**config.mk**
```make
export PLATFORM = sky130hd
export DESIGN_NAME = lin_slave_frame_handler
export DESIGN_NICKNAME = d
export VERILOG_FILES = /design/src/sv/lsfh_pkg.sv /design/src/sv/lsfh_id_search.sv /design/src/sv/lsfh_data_buf.sv /design/src/sv/lin_slave_frame_handler.sv
export SDC_FILE = /design/constraint.sdc
export NUM_CORES = 1
export LEC_CHECK = 0
export ABC_AREA = 1
export BUFFER_PORTS_ARGS = -buffer_cell sky130_fd_sc_hd__buf_4
export CAP_MARGIN = 20
export CORE_ASPECT_RATIO = 1.5
export CORE_UTILIZATION = 60
export DETAILED_ROUTE_END_ITERATION = 10
export MAX_ROUTING_LAYER = met4
export PLACE_DENSITY = 0.81
export SETUP_SLACK_MARGIN = 0.3
export SYNTH_ARGS = -nofsm -noshare
export SYNTH_HDL_FRONTEND = slang
export SYNTH_SLANG_ARGS = --single-unit
```
**constraint.sdc**
```tcl
create_clock -name clk -period 8.1 [get_ports clk]
set_input_delay 0.405 -clock clk [delete_from_list [all_inputs] [get_ports clk]]
set_output_delay 0.405 -clock clk [all_outputs]
set_load 0.05 [all_outputs]
```
**src/sv/lsfh_pkg.sv**
```systemverilog
// lin slave frame handler: shared types, constants and helper functions
// no dependencies; used by every module of the block

package lsfh_pkg;

  // table geometry
  localparam int TableEntries = 8;
  localparam int MaxDataBytes = 8;
  localparam int IdW          = 6;
  localparam int EntryW       = 3;
  localparam int LenW         = 4;
  localparam int AddrW        = 3;
  localparam int TableIdsW    = IdW * 8;

  // input commands
  localparam logic [1:0] CMD_BREAK = 2'd0;
  localparam logic [1:0] CMD_BUS   = 2'd1;
  localparam logic [1:0] CMD_APP   = 2'd2;

  // result kinds
  localparam logic [1:0] KIND_REQ  = 2'd0;
  localparam logic [1:0] KIND_TX   = 2'd1;
  localparam logic [1:0] KIND_RX   = 2'd2;
  localparam logic [1:0] KIND_ERR  = 2'd3;

  // configuration register indexes
  localparam logic REG_TABLE_IDS = 1'b0;
  localparam logic REG_RX_MASK   = 1'b1;

  localparam logic [7:0] SYNC_BYTE = 8'h55;

  // outcome of one identifier search
  typedef struct packed {
    logic              done;
    logic              found;
    logic [EntryW-1:0] entry;
  } srch_res_t;

  // classic checksum step: 8-bit add with end-around carry
  function automatic logic [7:0] add_carry(input logic [7:0] sum, input logic [7:0] b);
    logic [8:0] s;
    s = {1'b0, sum} + {1'b0, b};
    return s[7:0] + {7'd0, s[8]};
  endfunction

  // parity of a protected identifier, id in bits 7..2, p1 in bit 1, p0 in bit 0
  function automatic logic parity_ok(input logic [7:0] pid);
    logic [IdW-1:0] id;
    logic           p0;
    logic           p1;
    id = pid[7:2];
    p0 = id[5] ^ id[4] ^ id[3] ^ id[1];
    p1 = ~(id[4] ^ id[2] ^ id[1] ^ id[0]);
    return (pid[1] == p1) && (pid[0] == p0);
  endfunction

  // data length from the two low id bits
  function automatic logic [LenW-1:0] frame_len(input logic [1:0] code);
    logic [LenW-1:0] len;
    unique case (code)
      2'd0, 2'd1: len = 4'd2;
      2'd2:       len = 4'd4;
      default:    len = 4'd8;
    endcase
    return len;
  endfunction

endpackage

```
**src/sv/lsfh_id_search.sv**
```systemverilog
// identifier search: one shared comparator walks the table one entry a cycle
// depends on lsfh_pkg

module lsfh_id_search (
  input  logic                                clk,
  input  logic                                rst_n,
  input  logic                                start,
  input  logic [lsfh_pkg::IdW-1:0]            id_i,
  input  logic [lsfh_pkg::TableIdsW-1:0]      table_ids,
  output lsfh_pkg::srch_res_t                 res
);

  localparam logic [lsfh_pkg::EntryW-1:0] LastEntry =
    lsfh_pkg::EntryW'(lsfh_pkg::TableEntries - 1);

  logic                          busy_r, busy_nxt;
  logic [lsfh_pkg::EntryW-1:0]   k_r, k_nxt;
  logic [lsfh_pkg::IdW-1:0]      id_r, id_nxt;
  logic                          match;

  // the shared compare
  assign match = (table_ids[lsfh_pkg::IdW * k_r +: lsfh_pkg::IdW] == id_r);

  always_comb begin
    busy_nxt  = busy_r;
    k_nxt     = k_r;
    id_nxt    = id_r;
    res.done  = 1'b0;
    res.found = 1'b0;
    res.entry = k_r;
    if (start) begin
      busy_nxt = 1'b1;
      k_nxt    = '0;
      id_nxt   = id_i;
    end else if (busy_r) begin
      // first match wins, else stop after the last entry
      if (match || (k_r == LastEntry)) begin
        res.done  = 1'b1;
        res.found = match;
        busy_nxt  = 1'b0;
      end else begin
        k_nxt = k_r + 1'b1;
      end
    end
  end

  always_ff @(posedge clk) begin
    if (!rst_n) begin
      busy_r <= 1'b0;
      k_r    <= '0;
      id_r   <= '0;
    end else begin
      busy_r <= busy_nxt;
      k_r    <= k_nxt;
      id_r   <= id_nxt;
    end
  end

endmodule

```
**src/sv/lsfh_data_buf.sv**
```systemverilog
// receive data buffer: one write port, one registered read port
// depends on lsfh_pkg

module lsfh_data_buf (
  input  logic                        clk,
  input  logic                        we,
  input  logic [lsfh_pkg::AddrW-1:0]  waddr,
  input  logic [7:0]                  wdata,
  input  logic [lsfh_pkg::AddrW-1:0]  raddr,
  output logic [7:0]                  rdata
);

  logic [7:0] mem [lsfh_pkg::MaxDataBytes];
  logic [7:0] rdata_r;

  // write and registered read
  always_ff @(posedge clk) begin
    if (we) begin
      mem[waddr] <= wdata;
    end
    rdata_r <= mem[raddr];
  end

  assign rdata = rdata_r;

endmodule

```
**src/sv/lin_slave_frame_handler.sv**
```systemverilog
// lin slave frame handler top level: frame sequencer, checksum and result register
// depends on lsfh_pkg, lsfh_id_search and lsfh_data_buf
//
//  channel  direction  fields
//  in_      slave      tuser: cmd, tdata: data_byte
//  out_     master     tuser: kind, tlast: last, tdata: value, entry, frame_id, length
//  cfg_     write      index 0 table_ids, index 1 table_receive_mask
//
// break, sync, received data and ignored transfers are taken in ST_IDLE; a protected
// identifier with good parity runs the shared id comparator, then a response request
// for a transmit entry; a transmit byte passes ST_EMIT_TX, the final one ST_EMIT_TXA
// and ST_EMIT_CS with the checksum; a checksum byte passes ST_FETCH and ST_EMIT_RX per
// delivered byte through the buffer's registered read port, or ST_EMIT_ERR on error.
// in_tready is low while a step is busy; reset is synchronous and active low, and a
// stalled result holds in the output register and holds the sequencer until taken.

module lin_slave_frame_handler (
  input  logic                                clk,
  input  logic                                rst_n,
  input  logic                                in_tvalid,
  output logic                                in_tready,
  input  logic [7:0]                          in_tdata,   // data_byte[7:0]
  input  logic [1:0]                          in_tuser,   // cmd[1:0]
  output logic                                out_tvalid,
  input  logic                                out_tready,
  output logic [23:0]                         out_tdata,  // value[7:0], entry[10:8],
                                                          // frame_id[16:11], length[20:17]
  output logic [1:0]                          out_tuser,  // kind[1:0]
  output logic                                out_tlast,  // last
  input  logic                                cfg_we,
  input  logic                                cfg_index,
  input  logic [lsfh_pkg::TableIdsW-1:0]      cfg_wdata
);

  // frame phases
  localparam logic [2:0] PH_WAIT_BREAK = 3'd0;
  localparam logic [2:0] PH_SYNC       = 3'd1;
  localparam logic [2:0] PH_PID        = 3'd2;
  localparam logic [2:0] PH_RX_DATA    = 3'd3;
  localparam logic [2:0] PH_RX_CHECK   = 3'd4;
  localparam logic [2:0] PH_TX_DATA    = 3'd5;

  // sequencer states
  localparam logic [3:0] ST_IDLE     = 4'd0;
  localparam logic [3:0] ST_SEARCH   = 4'd1;
  localparam logic [3:0] ST_EMIT_REQ = 4'd2;
  localparam logic [3:0] ST_EMIT_TX  = 4'd3;
  localparam logic [3:0] ST_EMIT_TXA = 4'd4;
  localparam logic [3:0] ST_EMIT_CS  = 4'd5;
  localparam logic [3:0] ST_FETCH    = 4'd6;
  localparam logic [3:0] ST_EMIT_RX  = 4'd7;
  localparam logic [3:0] ST_EMIT_ERR = 4'd8;

  // configuration registers
  logic [lsfh_pkg::TableIdsW-1:0] table_ids_r;
  logic [7:0]                     rx_mask_r;

  // frame state
  logic [3:0]                    state_r, state_nxt;
  logic [2:0]                    phase_r, phase_nxt;
  logic [lsfh_pkg::IdW-1:0]      cur_id_r, cur_id_nxt;
  logic [lsfh_pkg::EntryW-1:0]   cur_entry_r, cur_entry_nxt;
  logic [lsfh_pkg::LenW-1:0]     len_r, len_nxt;
  logic [lsfh_pkg::LenW-1:0]     cnt_r, cnt_nxt;
  logic [7:0]                    sum_r, sum_nxt;
  logic [7:0]                    byte_r, byte_nxt;
  logic [lsfh_pkg::AddrW-1:0]    idx_r, idx_nxt;

  // result register
  logic                          out_valid_r;
  logic [1:0]                    out_kind_r;
  logic [7:0]                    out_value_r;
  logic [lsfh_pkg::EntryW-1:0]   out_entry_r;
  logic [lsfh_pkg::IdW-1:0]      out_id_r;
  logic [lsfh_pkg::LenW-1:0]     out_len_r;
  logic                          out_last_r;

  logic                          emit;
  logic [1:0]                    emit_kind;
  logic [7:0]                    emit_value;
  logic                          emit_last;

  logic                          accept;
  logic                          slot_free;
  logic                          srch_start;
  logic                          buf_we;
  logic [7:0]                    rd_data;
  logic [7:0]                    sum_step;
  logic [lsfh_pkg::LenW-1:0]     cnt_inc;
  lsfh_pkg::srch_res_t           srch;

  assign in_tready = (state_r == ST_IDLE);
  assign accept    = in_tvalid && in_tready;
  assign slot_free = !out_valid_r || out_tready;
  assign sum_step  = lsfh_pkg::add_carry(sum_r, in_tdata);
  assign cnt_inc   = cnt_r + 1'b1;

  assign srch_start = accept && (in_tuser == lsfh_pkg::CMD_BUS) && (phase_r == PH_PID)
                      && lsfh_pkg::parity_ok(in_tdata);
  assign buf_we     = accept && (in_tuser == lsfh_pkg::CMD_BUS) && (phase_r == PH_RX_DATA);

  lsfh_id_search u_search (
    .clk       (clk),
    .rst_n     (rst_n),
    .start     (srch_start),
    .id_i      (in_tdata[7:2]),
    .table_ids (table_ids_r),
    .res       (srch)
  );

  lsfh_data_buf u_buf (
    .clk   (clk),
    .we    (buf_we),
    .waddr (cnt_r[lsfh_pkg::AddrW-1:0]),
    .wdata (in_tdata),
    .raddr (idx_r),
    .rdata (rd_data)
  );

  // configuration writes
  always_ff @(posedge clk) begin
    if (!rst_n) begin
      table_ids_r <= '0;
      rx_mask_r   <= '0;
    end else if (cfg_we) begin
      unique case (cfg_index)
        lsfh_pkg::REG_TABLE_IDS: table_ids_r <= cfg_wdata;
        lsfh_pkg::REG_RX_MASK:   rx_mask_r   <= cfg_wdata[7:0];
        default:                 table_ids_r <= table_ids_r;
      endcase
    end
  end

  // frame sequencer
  always_comb begin
    state_nxt     = state_r;
    phase_nxt     = phase_r;
    cur_id_nxt    = cur_id_r;
    cur_entry_nxt = cur_entry_r;
    len_nxt       = len_r;
    cnt_nxt       = cnt_r;
    sum_nxt       = sum_r;
    byte_nxt      = byte_r;
    idx_nxt       = idx_r;
    emit          = 1'b0;
    emit_kind     = lsfh_pkg::KIND_REQ;
    emit_value    = 8'd0;
    emit_last     = 1'b1;
    unique case (state_r)
      ST_IDLE: begin
        if (accept) begin
          if (in_tuser == lsfh_pkg::CMD_BREAK) begin
            phase_nxt = PH_SYNC;
          end else begin
            unique case (phase_r)
              PH_SYNC: begin
                if (in_tuser == lsfh_pkg::CMD_BUS) begin
                  phase_nxt = (in_tdata == lsfh_pkg::SYNC_BYTE) ? PH_PID : PH_WAIT_BREAK;
                end
              end
              PH_PID: begin
                if (in_tuser == lsfh_pkg::CMD_BUS) begin
                  phase_nxt = PH_WAIT_BREAK;
                  if (srch_start) begin
                    state_nxt = ST_SEARCH;
                  end
                end
              end
              PH_RX_DATA: begin
                if (in_tuser == lsfh_pkg::CMD_BUS) begin
                  sum_nxt = sum_step;
                  cnt_nxt = cnt_inc;
                  if (cnt_inc >= len_r) begin
                    phase_nxt = PH_RX_CHECK;
                  end
                end
              end
              PH_RX_CHECK: begin
                if (in_tuser == lsfh_pkg::CMD_BUS) begin
                  phase_nxt = PH_WAIT_BREAK;
                  idx_nxt   = '0;
                  state_nxt = (in_tdata == ~sum_r) ? ST_FETCH : ST_EMIT_ERR;
                end
              end
              PH_TX_DATA: begin
                if (in_tuser == lsfh_pkg::CMD_APP) begin
                  sum_nxt  = sum_step;
                  cnt_nxt  = cnt_inc;
                  byte_nxt = in_tdata;
                  if (cnt_inc >= len_r) begin
                    phase_nxt = PH_WAIT_BREAK;
                    state_nxt = ST_EMIT_TXA;
                  end else begin
                    state_nxt = ST_EMIT_TX;
                  end
                end
              end
              default: phase_nxt = phase_r;
            endcase
          end
        end
      end
      ST_SEARCH: begin
        if (srch.done) begin
          if (srch.found) begin
            // identifier of a found frame, held in byte_r since the pid transfer
            cur_id_nxt    = byte_r[7:2];
            cur_entry_nxt = srch.entry;
            cnt_nxt       = '0;
            sum_nxt       = '0;
            if (rx_mask_r[srch.entry]) begin
              phase_nxt = PH_RX_DATA;
              state_nxt = ST_IDLE;
            end else begin
              phase_nxt = PH_TX_DATA;
              state_nxt = ST_EMIT_REQ;
            end
            len_nxt = lsfh_pkg::frame_len(cur_id_nxt[1:0]);
          end else begin
            state_nxt = ST_IDLE;
          end
        end
      end
      ST_EMIT_REQ: begin
        if (slot_free) begin
          emit      = 1'b1;
          state_nxt = ST_IDLE;
        end
      end
      ST_EMIT_TX: begin
        if (slot_free) begin
          emit       = 1'b1;
          emit_kind  = lsfh_pkg::KIND_TX;
          emit_value = byte_r;
          state_nxt  = ST_IDLE;
        end
      end
      ST_EMIT_TXA: begin
        if (slot_free) begin
          emit       = 1'b1;
          emit_kind  = lsfh_pkg::KIND_TX;
          emit_value = byte_r;
          emit_last  = 1'b0;
          state_nxt  = ST_EMIT_CS;
        end
      end
      ST_EMIT_CS: begin
        if (slot_free) begin
          emit       = 1'b1;
          emit_kind  = lsfh_pkg::KIND_TX;
          emit_value = ~sum_r;
          state_nxt  = ST_IDLE;
        end
      end
      ST_FETCH: begin
        state_nxt = ST_EMIT_RX;
      end
      ST_EMIT_RX: begin
        if (slot_free) begin
          emit       = 1'b1;
          emit_kind  = lsfh_pkg::KIND_RX;
          emit_value = rd_data;
          emit_last  = (({1'b0, idx_r} + 1'b1) == len_r);
          if (emit_last) begin
            state_nxt = ST_IDLE;
          end else begin
            idx_nxt   = idx_r + 1'b1;
            state_nxt = ST_FETCH;
          end
        end
      end
      ST_EMIT_ERR: begin
        if (slot_free) begin
          emit      = 1'b1;
          emit_kind = lsfh_pkg::KIND_ERR;
          state_nxt = ST_IDLE;
        end
      end
      default: state_nxt = ST_IDLE;
    endcase
  end

  // sequencer registers; the pid byte is kept in byte_r while the search runs
  always_ff @(posedge clk) begin
    if (!rst_n) begin
      state_r     <= ST_IDLE;
      phase_r     <= PH_WAIT_BREAK;
      cur_id_r    <= '0;
      cur_entry_r <= '0;
      len_r       <= '0;
      cnt_r       <= '0;
      sum_r       <= '0;
      byte_r      <= '0;
      idx_r       <= '0;
    end else begin
      state_r     <= state_nxt;
      phase_r     <= phase_nxt;
      cur_id_r    <= cur_id_nxt;
      cur_entry_r <= cur_entry_nxt;
      len_r       <= len_nxt;
      cnt_r       <= cnt_nxt;
      sum_r       <= sum_nxt;
      byte_r      <= srch_start ? in_tdata : byte_nxt;
      idx_r       <= idx_nxt;
    end
  end

  // result register
  always_ff @(posedge clk) begin
    if (!rst_n) begin
      out_valid_r <= 1'b0;
    end else if (emit) begin
      out_valid_r <= 1'b1;
    end else if (out_tready) begin
      out_valid_r <= 1'b0;
    end
  end

  always_ff @(posedge clk) begin
    if (emit) begin
      out_kind_r  <= emit_kind;
      out_value_r <= emit_value;
      out_last_r  <= emit_last;
      out_entry_r <= cur_entry_r;
      out_id_r    <= cur_id_r;
      out_len_r   <= len_r;
    end
  end

  assign out_tvalid = out_valid_r;
  assign out_tuser  = out_kind_r;
  assign out_tlast  = out_last_r;
  assign out_tdata  = {3'b000, out_len_r, out_id_r, out_entry_r, out_value_r};

endmodule
```
=== After elaboration in Yosys (flattened, before gate mapping) ===
Memory sizes are Yosys's and may differ from the RTL's. A register that Yosys moved wholly into a read port is not among the register bits.
Cells that the tools add are included.

* Flip-flop bits (word level): 134
* Memory bits (writable): 64
* Input bits: 64
* Output and inout bits: 29
* Word-level logic and storage cells: 212
* Memories kept: 1

* Add/sub/neg operators: 6
* $mul: 1
* Order comparisons: 2
* Eq/ne operators: 49
* Shift operators: 1
* Multiplexer cells: 85
* Bitwise operators: 11
* Reductions and logical operators: 35

{| class="wikitable"
|+ Memory list
! name !! words !! bits a word !! read ports !! clocked after memory_dff !! wr ports !! RTL line !! text
|-
| u_buf.mem || 8 || 8 || 1 || 1 || 1 || lsfh_data_buf.sv:13 || <nowiki>logic [7:0] mem [lsfh_pkg::MaxDataBytes];</nowiki>
|}

{| class="wikitable"
|+ Operators by type and width
! cell !! count
|-
| 8-bit two-way mux || 15
|-
| 4-bit two-way mux || 18
|-
| 3-bit two-way mux || 18
|-
| 48-bit by 7-bit indexed part select with 6-bit output || 1
|-
| 8-bit case mux with 2 select lines || 2
|-
| 4-bit case mux with 2 select lines || 3
|-
| 4-bit case mux with 6 select lines || 1
|-
| 8-bit case mux with 3 select lines || 1
|-
| 11-bit AND reduction || 2
|-
| 4-bit by 3-bit == test with 1-bit output (second input constant) || 4
|-
| 2-bit two-way mux || 7
|-
| 2-bit != test (second input constant) || 7
|-
| 2-bit nonzero test || 7
|-
| 1-bit two-way mux || 13
|-
| 3-bit != test (second input constant) || 4
|-
| 4-bit != test (second input constant) || 3
|-
| 3-bit case mux with 2 select lines || 2
|-
| 3-bit case mux with 4 select lines || 1
|-
| 4-bit case mux with 3 select lines || 1
|-
| 8-bit by 8-bit adder with 9-bit output || 1
|-
| 3-bit == test (second input constant) || 3
|-
| 8-bit by 1-bit adder with 8-bit output || 1
|-
| 4-bit by 2-bit == test with 1-bit output (second input constant) || 2
|-
| 8-bit by 7-bit == test with 1-bit output (second input constant) || 1
|-
| 43 further kinds || 72
|}

=== Logic depth before layout (Yosys ltp) ===
Gate-level depths: netlist (run 1).

* Word-level depth: 13
* Gate-level depth with buffers: 19
* Depth with buffers taken out: 19

=== By module ===
From an unflattened synthesis (run 1), not the netlist that was laid out.

* Cell total of the unflattened synthesis: 1,328
* Area, all modules: 10,075.9 um^2

{| class="wikitable"
|+ Modules (own cells, without submodules)
! module !! times used !! cells an instance !! area each (um^2)
|-
| lin_slave_frame_handler || 1 || 812 || 5,910.7
|-
| lsfh_data_buf || 1 || 303 || 3,050.4
|-
| lsfh_id_search || 1 || 213 || 1,114.8
|}

=== Worst setup path before layout (run 1) ===
Ideal clock, no wire load.

* Path type: register to register
* From: register state_r[2]
* To: register out_entry_r[0] in the netlist's numbering, enable pin
* Library setup time: 403 ps
* Data arrival time: 2,225 ps
* Setup slack: 5,472 ps
* Stages on the path, launching flop included: 8
* Buffers on the path: 1
* Cells stage by stage: dfxtp_1 inv_1 nor2_1 inv_1 nor2_1 clkbuf_1 nor3_1 nor2_1

* Word-level cells in the longest chain between the ends: 3
* Elaborated cells between the ends (all ways): 8
* Those cells by class: eq/ne (6); mux (1); reduce/logical (1)

{| class="wikitable"
|+ RTL lines
! element !! RTL line !! text
|-
| start: declaration || lin_slave_frame_handler.sv:59 || <nowiki>logic [3:0] state_r, state_nxt;</nowiki>
|-
| start signal: assignment || lin_slave_frame_handler.sv:296 || <nowiki>state_r <= state_nxt;</nowiki>
|-
| 4-bit == test, or another cell as far along || lin_slave_frame_handler.sv:149 || <nowiki>unique case (state_r)</nowiki>
|-
| 6-bit OR reduction (no line) * || -- ||
|-
| 1-bit two-way mux * || -- ||
|-
| via emit || lin_slave_frame_handler.sv:78 || <nowiki>logic emit;</nowiki>
|-
| end signal: assignment || lin_slave_frame_handler.sv:324 || <nowiki>out_entry_r <= cur_entry_r;</nowiki>
|-
| end: declaration || lin_slave_frame_handler.sv:73 || <nowiki>logic [lsfh_pkg::EntryW-1:0] out_entry_r;</nowiki>
|}

Mark *: on every way through the listed nets, which the timed path passes. The rest lies on a longest branch.
A chain may end at the register's enable or synchronous reset.

=== Worst setup path after layout (run 1) ===
* From: register u_search.k_r[0] in the netlist's numbering
* To: register cnt_r[3] in the netlist's numbering

* Word-level cells in the longest chain between the ends: 9
* Elaborated cells between the ends (all ways): 11
* Those cells by class: mul (1); eq/ne (4); shift (1); mux (3); reduce/logical (2)

{| class="wikitable"
|+ RTL lines
! element !! RTL line !! text
|-
| start: declaration || lsfh_id_search.sv:17 || <nowiki>logic [lsfh_pkg::EntryW-1:0] k_r, k_nxt;</nowiki>
|-
| start signal: assignment || lsfh_id_search.sv:54 || <nowiki>k_r <= k_nxt;</nowiki>
|-
| 2-bit by 3-bit multiplier with 5-bit output || lsfh_id_search.sv:22 || <nowiki>assign match = (table_ids[lsfh_pkg::IdW * k_r +: lsfh_pkg::IdW] == id_r);</nowiki>
|-
| 48-bit by 7-bit indexed part select with 6-bit output || lsfh_id_search.sv:22 ||
|-
| 6-bit == test || lsfh_id_search.sv:22 ||
|-
| 1-bit logical OR || lsfh_id_search.sv:37 || <nowiki>if (match || (k_r == LastEntry)) begin</nowiki>
|-
| 2-bit two-way mux * || lsfh_id_search.sv:37 ||
|-
| 2-bit two-way mux * || lsfh_id_search.sv:35 || <nowiki>end else if (busy_r) begin</nowiki>
|-
| 2-bit two-way mux * || lsfh_id_search.sv:31 || <nowiki>if (start) begin</nowiki>
|-
| 2-bit != test (no line) || -- ||
|-
| 8-bit AND reduction (no line) * || -- ||
|-
| end signal: assignment || lin_slave_frame_handler.sv:301 || <nowiki>cnt_r <= cnt_nxt;</nowiki>
|-
| end: declaration || lin_slave_frame_handler.sv:64 || <nowiki>logic [lsfh_pkg::LenW-1:0] cnt_r, cnt_nxt;</nowiki>
|}

Every way passes the cells marked *; elsewhere a longest branch is shown, timed or not.

==> results of run 1 <==
[layout make-up]
class	count	area (um^2)	share of cell area, %
inverters	110	413	3.81
multi-input cells	786	3840	35.4
well taps	199	249	2.30
clock buffers	26	522	4.82
repair buffers	103	788	7.28
flip-flops and latches	204	4950	45.8
clock inverters	7	65.1	0.601
[sequential cells by signal (all words and copies together), names as in the netlist, 6 cells and up]
| register | count |
|---|---|
| rx_mask_r | 8 |
| sum_r | 8 |
| u_buf.rdata | 8 |
| u_search.id_r | 6 |
| table_ids_r | 48 |
| u_buf.mem | 64 |
| byte_r | 8 |
| out_id_r | 6 |
| out_value_r | 8 |
| cur_id_r | 6 |
[worst max-delay path by stage]
stage | start | cells after the start | endpoint
global placement | u_search.k_r[0] | 16 | sum_r[7]
detailed placement | u_search.k_r[0] | 16 | sum_r[7]
finish | u_search.k_r[0] | 14 | cnt_r[3]
CTS | u_search.k_r[0] | 16 | cnt_r[3]
floorplan | state_r[2] | 7 | out_entry_r[0]
global route | u_search.k_r[0] | 14 | cnt_r[0]
[routing by layer]
layer	GRT usage [%]	vias up	wire length (um)
li1	-	3988	-
met1	30.0	3708	8510
met2	55.3	233	12500
met3	2.97	77	934
met4	16.6	0	1230
met5	-	-	0
[cell usage in the layout (no fill, tap or decap), drive strengths merged, types with 12 or more instances in the layout]
| cell | n |
|---|---|
| edfxtp | 87 |
| nand2 | 178 |
| nor2 | 198 |
| nor3 | 13 |
| a21oi | 97 |
| o21ai | 138 |
| ha | 18 |
| nand3 | 76 |
| buf | 102 |
| clkbuf | 27 |
| o22ai | 12 |
| dfxtp | 117 |
| inv | 110 |
[where the power goes]
part	switching, mW	total, mW	internal, mW
Sequential	0.0709	1.27	1.20
Combinational	0.594	0.860	0.267
Clock	0.367	0.851	0.484
[tightest hold or removal path, stage by stage]
cell and delay [ns]:
buf_4 0.08, nor2_1 0.03, nor2_1 0.08
[cell families after synthesis]
logic type,count (synthesis)
simple gates,481
compound gates,269
flops,204
buf+inv,166
fa+ha+maj,19
xor+xnor,13
other cells,1
==> metrics.md, run 1 <==
| Metric | Value |
|---|---|
| CP Cell Sequence | `inv_2 > nand2_1 > nand3_1 > nand3_1 > nand3_1 > nand2_1 > nand2_1 > nor2_4 > nand3_4 > nand2_4 > nand2_2 > inv_2 > o21ai_0 > nor2_1` |
| Post-synthesis mux area share | `0%` |
| Pwr Total | `roughly 3.0 mW` |
| DR iter-0 viols | `about 400` |
| DIE AREA | `roughly 16000 um^2` |
| Drt pass-1 iters | `7` |
| Placer Congestion | `~0.94` |
| DR vias | `around 8000` |
| Post-cts resize count | `0` |
| Final Cycle Share | `between 30% and 40%` |
| Inst Count DP | `between 1000 and 1500` |
| Area after DPL | `approximately 10000 um^2` |
| Drt total wl | `around 23000 um` |
| Number of port buffers | `88` |
| Worst hold path class | `in -> reg` |
| Drt drc | `0` |
| Place WS | `approximately 5.0 ns` |
| Crit path capture type | `flip-flop` |
| Count leader, synth | `nor2_1` |
| Yosys warns | `0` |
| Reported max-cap violation count | `0` |
| Req. time, crit path | `between 8 and 9 ns` |
| Seq cells post-synth | `around 200` |
| Fin Hold WS | `about 0.14 ns` |
| Num rows | `55` |
| H-tree levels | `1` |
| Clk_skew | `about 0.013 ns` |
| Post-synth EDFFs | `between 80 and 90` |
| Number of diodes | `0` |
| Synth Area in XOR/XNOR | `approximately 1.2%` |
| CP Launch Type | `flip-flop` |
| Critical path fanouts, max | `31` |
| Worst EP arrival | `~3.6 ns` |
| Die X-Extent | `around 100 um` |
| Core footprint | `roughly 15000 um^2` |
| Congestion Overflow GR | `0` |
| Fillers | `between 1000 and 1500` |
| Syn avg cell area | `8.22 um^2` |
| CP peak stage delay | `between 0.9 and 1 ns` |
| Main combinational cell family by area after synthesis | `simple AND/OR/NAND/NOR gates` |
| Die Ht | `roughly 160 um` |
| R2r startpoint | `u_search.k_r[0]` |
| Sink Count | `around 200` |
| Synth Area in Simple Gates | `21.5%` |
| I/O pin count | `93` |
| Synth Flop Type | `dfxtp_1` |
| First-pass GRT wire length | `between 30000 and 40000 um` |
| IR drop worst, VDD | `~0.00017 V` |
| Slowest CP cell | `dfxtp_1` |
| Post-synthesis compound-gate area fraction | `15.0%` |
| Distinct cells, synth | `40` |
| TritonCTS clock tree | `done` |
| Vias per inst | `roughly 5.6` |
| Synth top cells by count | `193 x nor2_1, 176 x nand2_1, 125 x o21ai_0` |
| Worst-path clk slew | `around 0.07 ns` |
| Largest net degree at the start of global routing | `96` |
| Reg-to-reg endpoint | `cnt_r[3]` |
| Max Fclk | `0.315 GHz` |
| Layout cell share with drive strength beyond 1 | `12.9%` |
| Area grow syn2layout | `14.2%` |
| Top cells by area, synth | `edfxtp_1 28%, dfxtp_1 25%, nor2_1 7.6%` |
| Slew @ Worst Pin | `around 1.1 ns` |
| Period minus WS final | `between 3 and 4 ns` |
| Hold EP | `table_ids_r[17]` |
| WL per Instance | `16.1 um` |
| Syn Inst Count | `about 1200` |
| Worst slew margin | `between 20% and 30%` |
| Starting Density | `between 60% and 70%` |
| Slack of the worst reg-to-reg path | `roughly 4.9 ns` |
| Clk_lat worst skew | `approximately 0.49 ns` |
| CTS Hold Buffers Added | `0` |
| P per Cell Area | `275 nW/um^2` |
| Vias in the first global route | `~7600` |
| Antenna-violating nets left | `0` |
| Antenna violations before repair | `0` |
| Hold path cells | `3` |
| CP Class | `reg -> reg` |
| Yosys top cell area share | `roughly 28%` |
| CTS root buffer | `clkbuf_16` |
| RSZ-0062 raised after global routing | `false` |
| Nets@finish | `approximately 1300` |
| Post-CTS setup buffer count | `0` |
| Non-Filler Instances | `around 1400` |
| Fin. max-slew vios | `0` |
| Min-delay src | `cfg_wdata[17]` |
| Total Neg Setup Slack | `0 ns` |
| Final setup violation count | `0` |
| Num CTS Buffers | `19` |
| Final Util | `70.9%` |
| Cell area after layout | `roughly 11000 um^2` |
| Gr usage total | `between 20% and 30%` |
| Buffer depth of the longest clock path | `3` |
| Run status | `complete, no violations` |
| Share of flip-flops with an asynchronous set or reset | `0%` |
| Worst r2r path cells | `14` |
| Buf/Inv on CP | `2` |
| Final worst slack | `around 4.9 ns` |
| Seq/Total Area, Yosys | `a little over half` |
| Static leakage | `roughly 4.6 nW` |
| Fin. Hold Viols | `0` |
| Synth Area in Adders | `2.59%` |
| Post-synth top area cell | `edfxtp_1` |
| Cell family with most CP delay | `simple AND/OR/NAND/NOR gates` |
| Mapped Area | `9480 um^2` |
| Detail Placement HPWL | `roughly 16000 um` |
Note: power is estimated with default switching activity, not from simulation.
==> run 2, diff against run 1 <==
--- a/config.mk
+++ b/config.mk
@@ -5,14 +5,14 @@
 export SDC_FILE = /design/constraint.sdc
 export NUM_CORES = 1
 export LEC_CHECK = 0
-export ABC_AREA = 1
+export ABC_AREA = 0
 export BUFFER_PORTS_ARGS = -buffer_cell sky130_fd_sc_hd__buf_4
 export CAP_MARGIN = 20
 export CORE_ASPECT_RATIO = 1.5
-export CORE_UTILIZATION = 60
+export CORE_UTILIZATION = 59
 export DETAILED_ROUTE_END_ITERATION = 10
 export MAX_ROUTING_LAYER = met4
-export PLACE_DENSITY = 0.81
+export PLACE_DENSITY = 0.8
 export SETUP_SLACK_MARGIN = 0.3
 export SYNTH_ARGS = -nofsm -noshare
 export SYNTH_HDL_FRONTEND = slang
==> constraint.sdc (replaced) <==
create_clock -name clk -period 3.2 [get_ports clk]
set_input_delay 0.16 -clock clk [delete_from_list [all_inputs] [get_ports clk]]
set_output_delay 0.16 -clock clk [all_outputs]
set_load 0.05 [all_outputs]
==> run 2 against run 1 <==
Non-clock buffer count rose by 65; largest cell class unchanged; flip-flop and latch count did not move; register-to-register slack got worse by 4.5 ns; highest routed layer unchanged; critical path depth fell by 4; first-iteration DRC count rose by 36%; critical path type unchanged; via count fell by 11%; hold slack got worse by 0.12 ns.
==> metrics.md, run 2 <==
| Metric | Value |
|---|---|
| Run status | `complete, no violations` |
| Die X-Extent | `104 um (-0.39%)` |
| Vias per inst | `5.85 (+4.9%)` |
| Max reg flops | `64 (unchanged)` |
| Detail Placement HPWL | `14400 um (-12%)` |
| Die Ht | `155 um (-0.39%)` |
| Placer Congestion | `0.921 (-2.0%)` |
| Worst-path clk slew | `0.06 ns (about the same)` |
| Drt pass-1 iters | `5 (-2)` |
| CP Class | `reg -> reg` |
| Req. time, crit path | `3.61 ns (-4.91 ns)` |
| Final Util | `74.5% (+3.6 points)` |
| Antenna violations before repair | `0 (unchanged)` |
| Core footprint | `15200 um^2 (-0.45%)` |
| I/O pin count | `93 (unchanged)` |
| IR drop worst, VDD | `0.000406 V (+130%)` |
| Final setup violation count | `0 (unchanged)` |
| Biggest register | `u_buf.mem` |
| Post-CTS setup buffer count | `0 (unchanged)` |
| Count leader, synth | `nand2_1` |
| DR iter-0 viols | `549 (+36%)` |
| DR vias | `7102 (-11%)` |
| Antenna-violating nets left | `0 (unchanged)` |
| Post-synth EDFFs | `87 (unchanged)` |
| Final worst slack | `0.382 ns (-4.55 ns)` |
| Share of flip-flops with an asynchronous set or reset | `0% (unchanged)` |
| Reg power frac | `51.4% (+8.9 points)` |
| Starting Density | `60.8% (-1.2 points)` |
| Nets@finish | `1085 (-17%)` |
| Pwr Total | `5.37 mW (+80%)` |
| H-tree levels | `1 (unchanged)` |
| Number of port buffers | `88 (unchanged)` |
| Gr usage total | `28.7% (-0.90 points)` |
| CTS root buffer | `clkbuf_16` |
| Clk_lat worst skew | `0.49 ns (about the same)` |
| Distinct cells, synth | `69 (+73%)` |
| Clk_skew | `0.0203 ns (+0.00727 ns)` |
| Area grow syn2layout | `22.5%` |
| Yosys top cell area share | `28.2% (+0.69 points)` |
| Total Neg Setup Slack | `0 ns (unchanged)` |
| Commonest cells after routing, fill and taps aside | `137 x nand2_1, 117 x dfxtp_1, 112 x buf_4, 87 x edfxtp_1, 81 x a21oi_1` |
| Vias in the first global route | `7023 (-7.9%)` |
| Max Fclk | `0.355 GHz (+13%)` |
| Syn Inst Count | `864 (-25%)` |
| Seq/Total Area, Yosys | `53.6% (+1.3 points)` |
| Critical path fanouts, max | `28 (-9.7%)` |
| Switch share | `21.1% (-14 points)` |
| Final Cycle Share | `88.1% (+49 points)` |
| Number of diodes | `0 (unchanged)` |
| Yosys warns | `0 (unchanged)` |
| RSZ-0062 raised after global routing | `true` |
| DIE AREA | `16200 um^2 (-0.78%)` |
| Fillers | `1019 (-16%)` |
| First-pass GRT wire length | `35400 um (-3.7%)` |
| Post-synth top area cell | `edfxtp_1` |
| Clock group share of total power | `42.3% (+14 points)` |
| Static leakage | `4.15 nW (-8.9%)` |
| Mapped Area | `9250 um^2 (-2.5%)` |
| Slew @ Worst Pin | `0.734 ns (-0.334 ns)` |
| Worst slew margin | `50.9% (+22 points)` |
| Reported max-cap violation count | `0 (unchanged)` |
| WL per Instance | `18.3 um (+14%)` |
| Layout cell share with drive strength beyond 1 | `19.4% (+6.5 points)` |
| Worst EP arrival | `3.23 ns (-0.36 ns)` |
| Fin. Hold Viols | `0 (unchanged)` |
| Syn avg cell area | `10.7 um^2 (+30%)` |
| Top cells by area, synth | `edfxtp_1 28%, dfxtp_1 25%, mux2i_1 6.4%` |
| Worst hold path class | `in -> reg` |
| Drt drc | `0 (unchanged)` |
| Sink Count | `204 (unchanged)` |
| TritonCTS clock tree | `done` |
| Comb power frac | `6.3% (-23 points)` |
| Crit path capture type | `flip-flop` |
| Fin. max-slew vios | `0 (unchanged)` |
| CP Launch Type | `flip-flop` |
| Congestion Overflow GR | `0 (unchanged)` |
| Leading cell type in the layout, fill and taps excluded | `nand2_1` |
| Synth Flop Type | `dfxtp_1` |
| P_int | `4.24 mW (+120%)` |
| Place WS | `0.379 ns (-4.63 ns)` |
| Hold path cells | `1 (-2)` |
| Buffer depth of the longest clock path | `3 (unchanged)` |
| Num CTS Buffers | `19 (unchanged)` |
| Worst r2r path cells | `10 (-4)` |
| Seq cells post-synth | `204 (unchanged)` |
| Num rows | `55 (unchanged)` |
| P per Cell Area | `474 nW/um^2 (+72%)` |
| Synth top cells by count | `137 x nand2_1, 117 x dfxtp_1, 87 x edfxtp_1` |
| Biggest regs | `u_buf.mem: 64 flops, table_ids_r: 48 flops` |
| Drt total wl | `22200 um (-4.0%)` |
| Largest net degree at the start of global routing | `49 (-49%)` |
| Period minus WS final | `2.82 ns (-0.354 ns)` |
| P_sw | `1.13 mW (+9.8%)` |
-- run 2: changes by cell type after synthesis, moves of 11 or more --
cell / delta
o22ai_1: -12
nand3_1: -46
mux4_2: +18
o21ai_0: -111
o21ai_1: -11
nand2_1: -39
mux2i_1: +59
a21oi_1: -12
inv_1: -85
nor2_1: -119
-- run 2: repair_timing --
item,CTS,global route
endpoints found under the setup margin,0,26
hold endpoints to repair,103,0
gates resized for setup,0,11
hold buffers,54,0
-- run 2: kinds of logic (layout without fill, tap and decap cells) --
logic type      after synthesis  in the layout  share of synthesized area [%]
compound gates              163            163                           11.2
xor+xnor                     26             26                           2.46
fa+ha+maj                    19             19                           2.65
buf+inv                      71            219                           3.79
flops                       204            204                           53.6
mux                          86             86                           11.9
other cells                   1              4                         0.0405
simple gates                294            294                           14.4
-- run 2: path summary, 6_finish.rpt --
check	start	endpoint	slack, ns
worst min register to register	cur_id_r[5]	out_id_r[5]	0.43
worst max register to register	u_search.k_r[1]	len_r[3]	0.38
worst max-delay path	u_search.k_r[1]	len_r[3]	0.38
worst min-delay path	in_tdata[3]	u_buf.mem[6][3]	0.02
-- run 2: cell type report --
type / instances / area [um^2] / share of cell area (%)
flip-flops and latches: 204 / 4950 / 43.7
multi-input cells: 592 / 4010 / 35.4
repair buffers: 168 / 1430 / 12.6
clock buffers: 28 / 543 / 4.79
well taps: 199 / 249 / 2.20
clock inverters: 6 / 86.3 / 0.762
inverters: 17 / 63.8 / 0.563
-- run 2: layer usage --
layer / GRT usage [%] / up-vias / wire length [um]
met1: 31.0 / 3381 / 8020
li1: - / 3370 / -
met3: 3.27 / 65 / 1130
met2: 53.1 / 286 / 12200
met5: - / - / 0
met4: 11.8 / 0 / 867
-- run 2: power by group through the flow --
stage / clock network (mW) / registers [mW] / logic [mW]
after floorplan: 0 / 2.81 / 0.167
after CTS: 2.30 / 2.76 / 0.328
after global routing: 2.40 / 2.76 / 0.370
after global placement: 0 / 2.82 / 0.269
after detailed placement: 0 / 2.82 / 0.274
final: 2.27 / 2.76 / 0.341
-- run 2: per-stage QoR --
stage	instance area, um^2	hold WS [ns]	instances
finish	11300	0.0150	1214
global route	11300	0.00308	1214
CTS	11300	0.00201	1212
detailed placement	10100	0.416	1124
global placement	10100	0.408	1124
floorplan	9260	0.259	867
-- run 2: critical path, cell delays in order (launching register included) --
cell and delay [ns]:
dfxtp_1 0.38, buf_12 0.23, mux2i_2 0.35, a22o_1 0.19, or3_1 0.10, nand4_1 0.16
nor4_4 0.47, and3b_1 0.22, buf_4 0.25, mux2_4 0.33, nor2_2 0.07
==> run 3, diff against run 2 <==
--- a/config.mk
+++ b/config.mk
@@ -9,10 +9,10 @@
 export BUFFER_PORTS_ARGS = -buffer_cell sky130_fd_sc_hd__buf_4
 export CAP_MARGIN = 20
 export CORE_ASPECT_RATIO = 1.5
-export CORE_UTILIZATION = 59
+export CORE_UTILIZATION = 53
 export DETAILED_ROUTE_END_ITERATION = 10
 export MAX_ROUTING_LAYER = met4
-export PLACE_DENSITY = 0.8
+export PLACE_DENSITY = 0.76
 export SETUP_SLACK_MARGIN = 0.3
 export SYNTH_ARGS = -nofsm -noshare
 export SYNTH_HDL_FRONTEND = slang
==> constraint.sdc (replaced) <==
create_clock -name clk -period 2.35 [get_ports clk]
set_input_delay 0.1175 -clock clk [delete_from_list [all_inputs] [get_ports clk]]
set_output_delay 0.1175 -clock clk [all_outputs]
set_load 0.05 [all_outputs]
==> run 3 against run 2 <==
The flow now finishes with violations (negative setup slack); hold slack worse by 0.00084 ns; global-route usage up 0.15 points; power grew 40%; highest routed layer unchanged.
==> metrics.md, run 3 (synthesis results as in run 2) <==
| Metric | Value |
|---|---|
| Gr usage total | `28.8% (+0.15 points)` |
| Antenna violations before repair | `0 (unchanged)` |
| Final Cycle Share | `110% (+22 points)` |
| WL per Instance | `19.0 um (+3.8%)` |
| Max Fclk | `0.385 GHz (+8.6%)` |
| Fillers | `1128 (+11%)` |
| Fin. Hold Viols | `0 (unchanged)` |
| Max reg flops | `64 (unchanged)` |
| Sink Count | `204 (unchanged)` |
| Buffer depth of the longest clock path | `3 (unchanged)` |
| Switch share | `21.7% (+0.65 points)` |
| Biggest regs | `u_buf.mem: 64 flops, table_ids_r: 48 flops` |
| Worst-path clk slew | `0.07 ns (about the same)` |
| Largest net degree at the start of global routing | `67 (+37%)` |
| Number of port buffers | `88 (unchanged)` |
| CP Cell Sequence | `ha_4 > fa_2 > a21o_1 > a311o_1 > a21oi_2 > xor2_2 > nor4_2 > xnor2_1 > xnor2_1 > o32ai_1` |
| Vias per inst | `5.76 (-1.6%)` |
| Pwr Total | `7.50 mW (+40%)` |
| Crit path capture type | `flip-flop` |
| Vias in the first global route | `7556 (+7.6%)` |
| H-tree levels | `1 (unchanged)` |
| DR iter-0 viols | `531 (-3.3%)` |
| Critical path fanouts, max | `2 (-93%)` |
| Worst hold path class | `in -> reg` |
| Die X-Extent | `110 um (+5.4%)` |
| Req. time, crit path | `2.74 ns (-0.87 ns)` |
| Num rows | `58 (+5.5%)` |
| I/O pin count | `93 (unchanged)` |
| Biggest register | `u_buf.mem` |
| CTS root buffer | `clkbuf_16` |
| RSZ-0062 raised after global routing | `true` |
| P per Cell Area | `609 nW/um^2 (+28%)` |
| Reported max-cap violation count | `0 (unchanged)` |
| Run status | `finished with violations` |
| Worst EP arrival | `2.99 ns (-0.24 ns)` |
| Slew @ Worst Pin | `0.681 ns (-0.0534 ns)` |
| Area after DPL | `10700 um^2 (+5.7%)` |
| DR vias | `7484 (+5.4%)` |
| Clock group share of total power | `42.8% (+0.5 points)` |
| Drt drc | `0 (unchanged)` |
| Slowest CP cell | `dfxtp_2` |
| Static leakage | `4.62 nW (+11%)` |
| Period minus WS final | `2.59 ns (-0.223 ns)` |
| Multi-input logic area | `4280 um^2 (+6.7%)` |
| Hold path cells | `2 (+1)` |
| Final Util | `72.9% (-1.6 points)` |
| Clk_skew | `0.0238 ns (+0.00349 ns)` |
| DIE AREA | `18000 um^2 (+11%)` |
| Drt total wl | `24700 um (+11%)` |
| Final setup violation count | `33 (+33)` |
| Worst slew margin | `54.0% (+3.1 points)` |
| Antenna-violating nets left | `0 (unchanged)` |
| Layout cell share with drive strength beyond 1 | `28.3% (+8.9 points)` |
| Placer Congestion | `0.884 (-4.0%)` |
| Drt pass-1 iters | `5 (unchanged)` |
| Commonest cells after routing, fill and taps aside | `166 x buf_4, 136 x nand2_1, 111 x dfxtp_1, 87 x edfxtp_1, 77 x a21oi_1` |
| Violated checks | `negative setup slack` |
| Fin. max-slew vios | `0 (unchanged)` |
| Reg power frac | `50.1% (-1.3 points)` |
| Leading cell type in the layout, fill and taps excluded | `buf_4` |
| P_int | `5.87 mW (+38%)` |
| R2r startpoint | `sum_r[0]` |
| P_sw | `1.63 mW (+44%)` |
| Core footprint | `16900 um^2 (+11%)` |
| Critical path's most frequent cell | `xnor2_1` |
| Slack of the worst reg-to-reg path | `-0.24 ns (-0.63 ns)` |
| FF+latch area | `4960 um^2 (+0.20%)` |
| CP Class | `reg -> reg` |
| Congestion Overflow GR | `0 (unchanged)` |
| Number of diodes | `0 (unchanged)` |
| TritonCTS clock tree | `done` |
| Num CTS Buffers | `19 (unchanged)` |
| Clk_lat worst skew | `0.50 ns (about the same)` |
| Hold EP | `u_buf.mem[4][4]` |
| Detail Placement HPWL | `15500 um (+7.7%)` |
| Area grow syn2layout | `33.2%` |
| Comb power frac | `7.2% (+0.9 points)` |
| Cell area after layout | `12300 um^2 (+8.7%)` |
| Min-delay src | `in_tdata[4]` |
| Nets@finish | `1160 (+6.9%)` |
| CP peak stage delay | `0.34 ns (-0.13 ns)` |
| First-pass GRT wire length | `38200 um (+8.1%)` |
| CP Launch Type | `flip-flop` |
| Reg-to-reg endpoint | `sum_r[7]` |
| Final worst slack | `-0.245 ns (-0.627 ns)` |
| IR drop worst, VDD | `0.000551 V (+36%)` |
| Die Ht | `164 um (+5.4%)` |
| Starting Density | `54.7% (-6.1 points)` |
| Worst r2r path cells | `10 (unchanged)` |
| Place WS | `-0.204 ns (-0.583 ns)` |
## run 3: what timing repair did
action,CTS,global route
hold buffers,62,0
endpoints found under the setup margin,66,47
gates resized for setup,28,30
gates cloned,2,0
hold endpoints to repair,90,0
buffers inserted,7,7
pin swaps,16,17
## run 3: critical path: cells and delay by family, from the launching register on
family,cells,cell delay [ns]
AND/OR/NAND/NOR,1,0.06
AO/OA/AOI/OAI,4,1.06
adder cells (fa/ha/maj),2,0.50
XOR/XNOR,3,0.50
flip-flops,1,0.34
## run 3: how the worst max path moves through the flow
stage	startpoint	end	slack, ns	depth (start not counted)
6_report	sum_r[0]	sum_r[7]	-0.24	10
5_1_grt	sum_r[0]	sum_r[7]	-0.32	11
4_1_cts	u_search.k_r[1]	sum_r[0]	-0.12	11
3_5_place_dp	sum_r[0]	sum_r[7]	-0.20	13
3_3_place_gp	sum_r[0]	sum_r[7]	-0.15	10
2_1_floorplan	state_r[0]	state_r[0]	-0.12	7
## run 3: metal layers
| layer | routed length, um | track usage [%] |
|---|---|---|
| met4 | 1360 | 16.5 |
| met5 | 0 | - |
| met1 | 8770 | 30.5 |
| met3 | 1230 | 3.65 |
| met2 | 13300 | 50.7 |
## run 3: stage by stage
| stage | setup TNS (ns) | hold slack, ns | cells |
|---|---|---|---|
| 3_3_place_gp | -2.62 | 0.365 | 1188 |
| 2_1_floorplan | -6.28 | 0.216 | 867 |
| 3_5_place_dp | -4.60 | 0.370 | 1188 |
| 6_report | -3.47 | 0.0142 | 1300 |
| 5_1_grt | -6.94 | 0.0148 | 1300 |
| 4_1_cts | -1.72 | 0.00370 | 1293 |
## run 3: power by group through the flow
stage,Sequential [mW],Combinational [mW],Clock [mW]
floorplan,3.82,0.235,0
global placement,3.83,0.409,0
detailed placement,3.83,0.415,0
CTS,3.75,0.507,3.25
global route,3.76,0.578,3.38
finish,3.76,0.537,3.21
## run 3: layout make-up
cell class	instances	share of cell area, %
Sequential cell	204	40.3
Inverter	17	0.518
Multi-Input combinational cell	592	34.7
Tap cell	210	2.13
Clock inverter	10	1.06
Timing Repair Buffer	243	17.1
Clock buffer	24	4.17
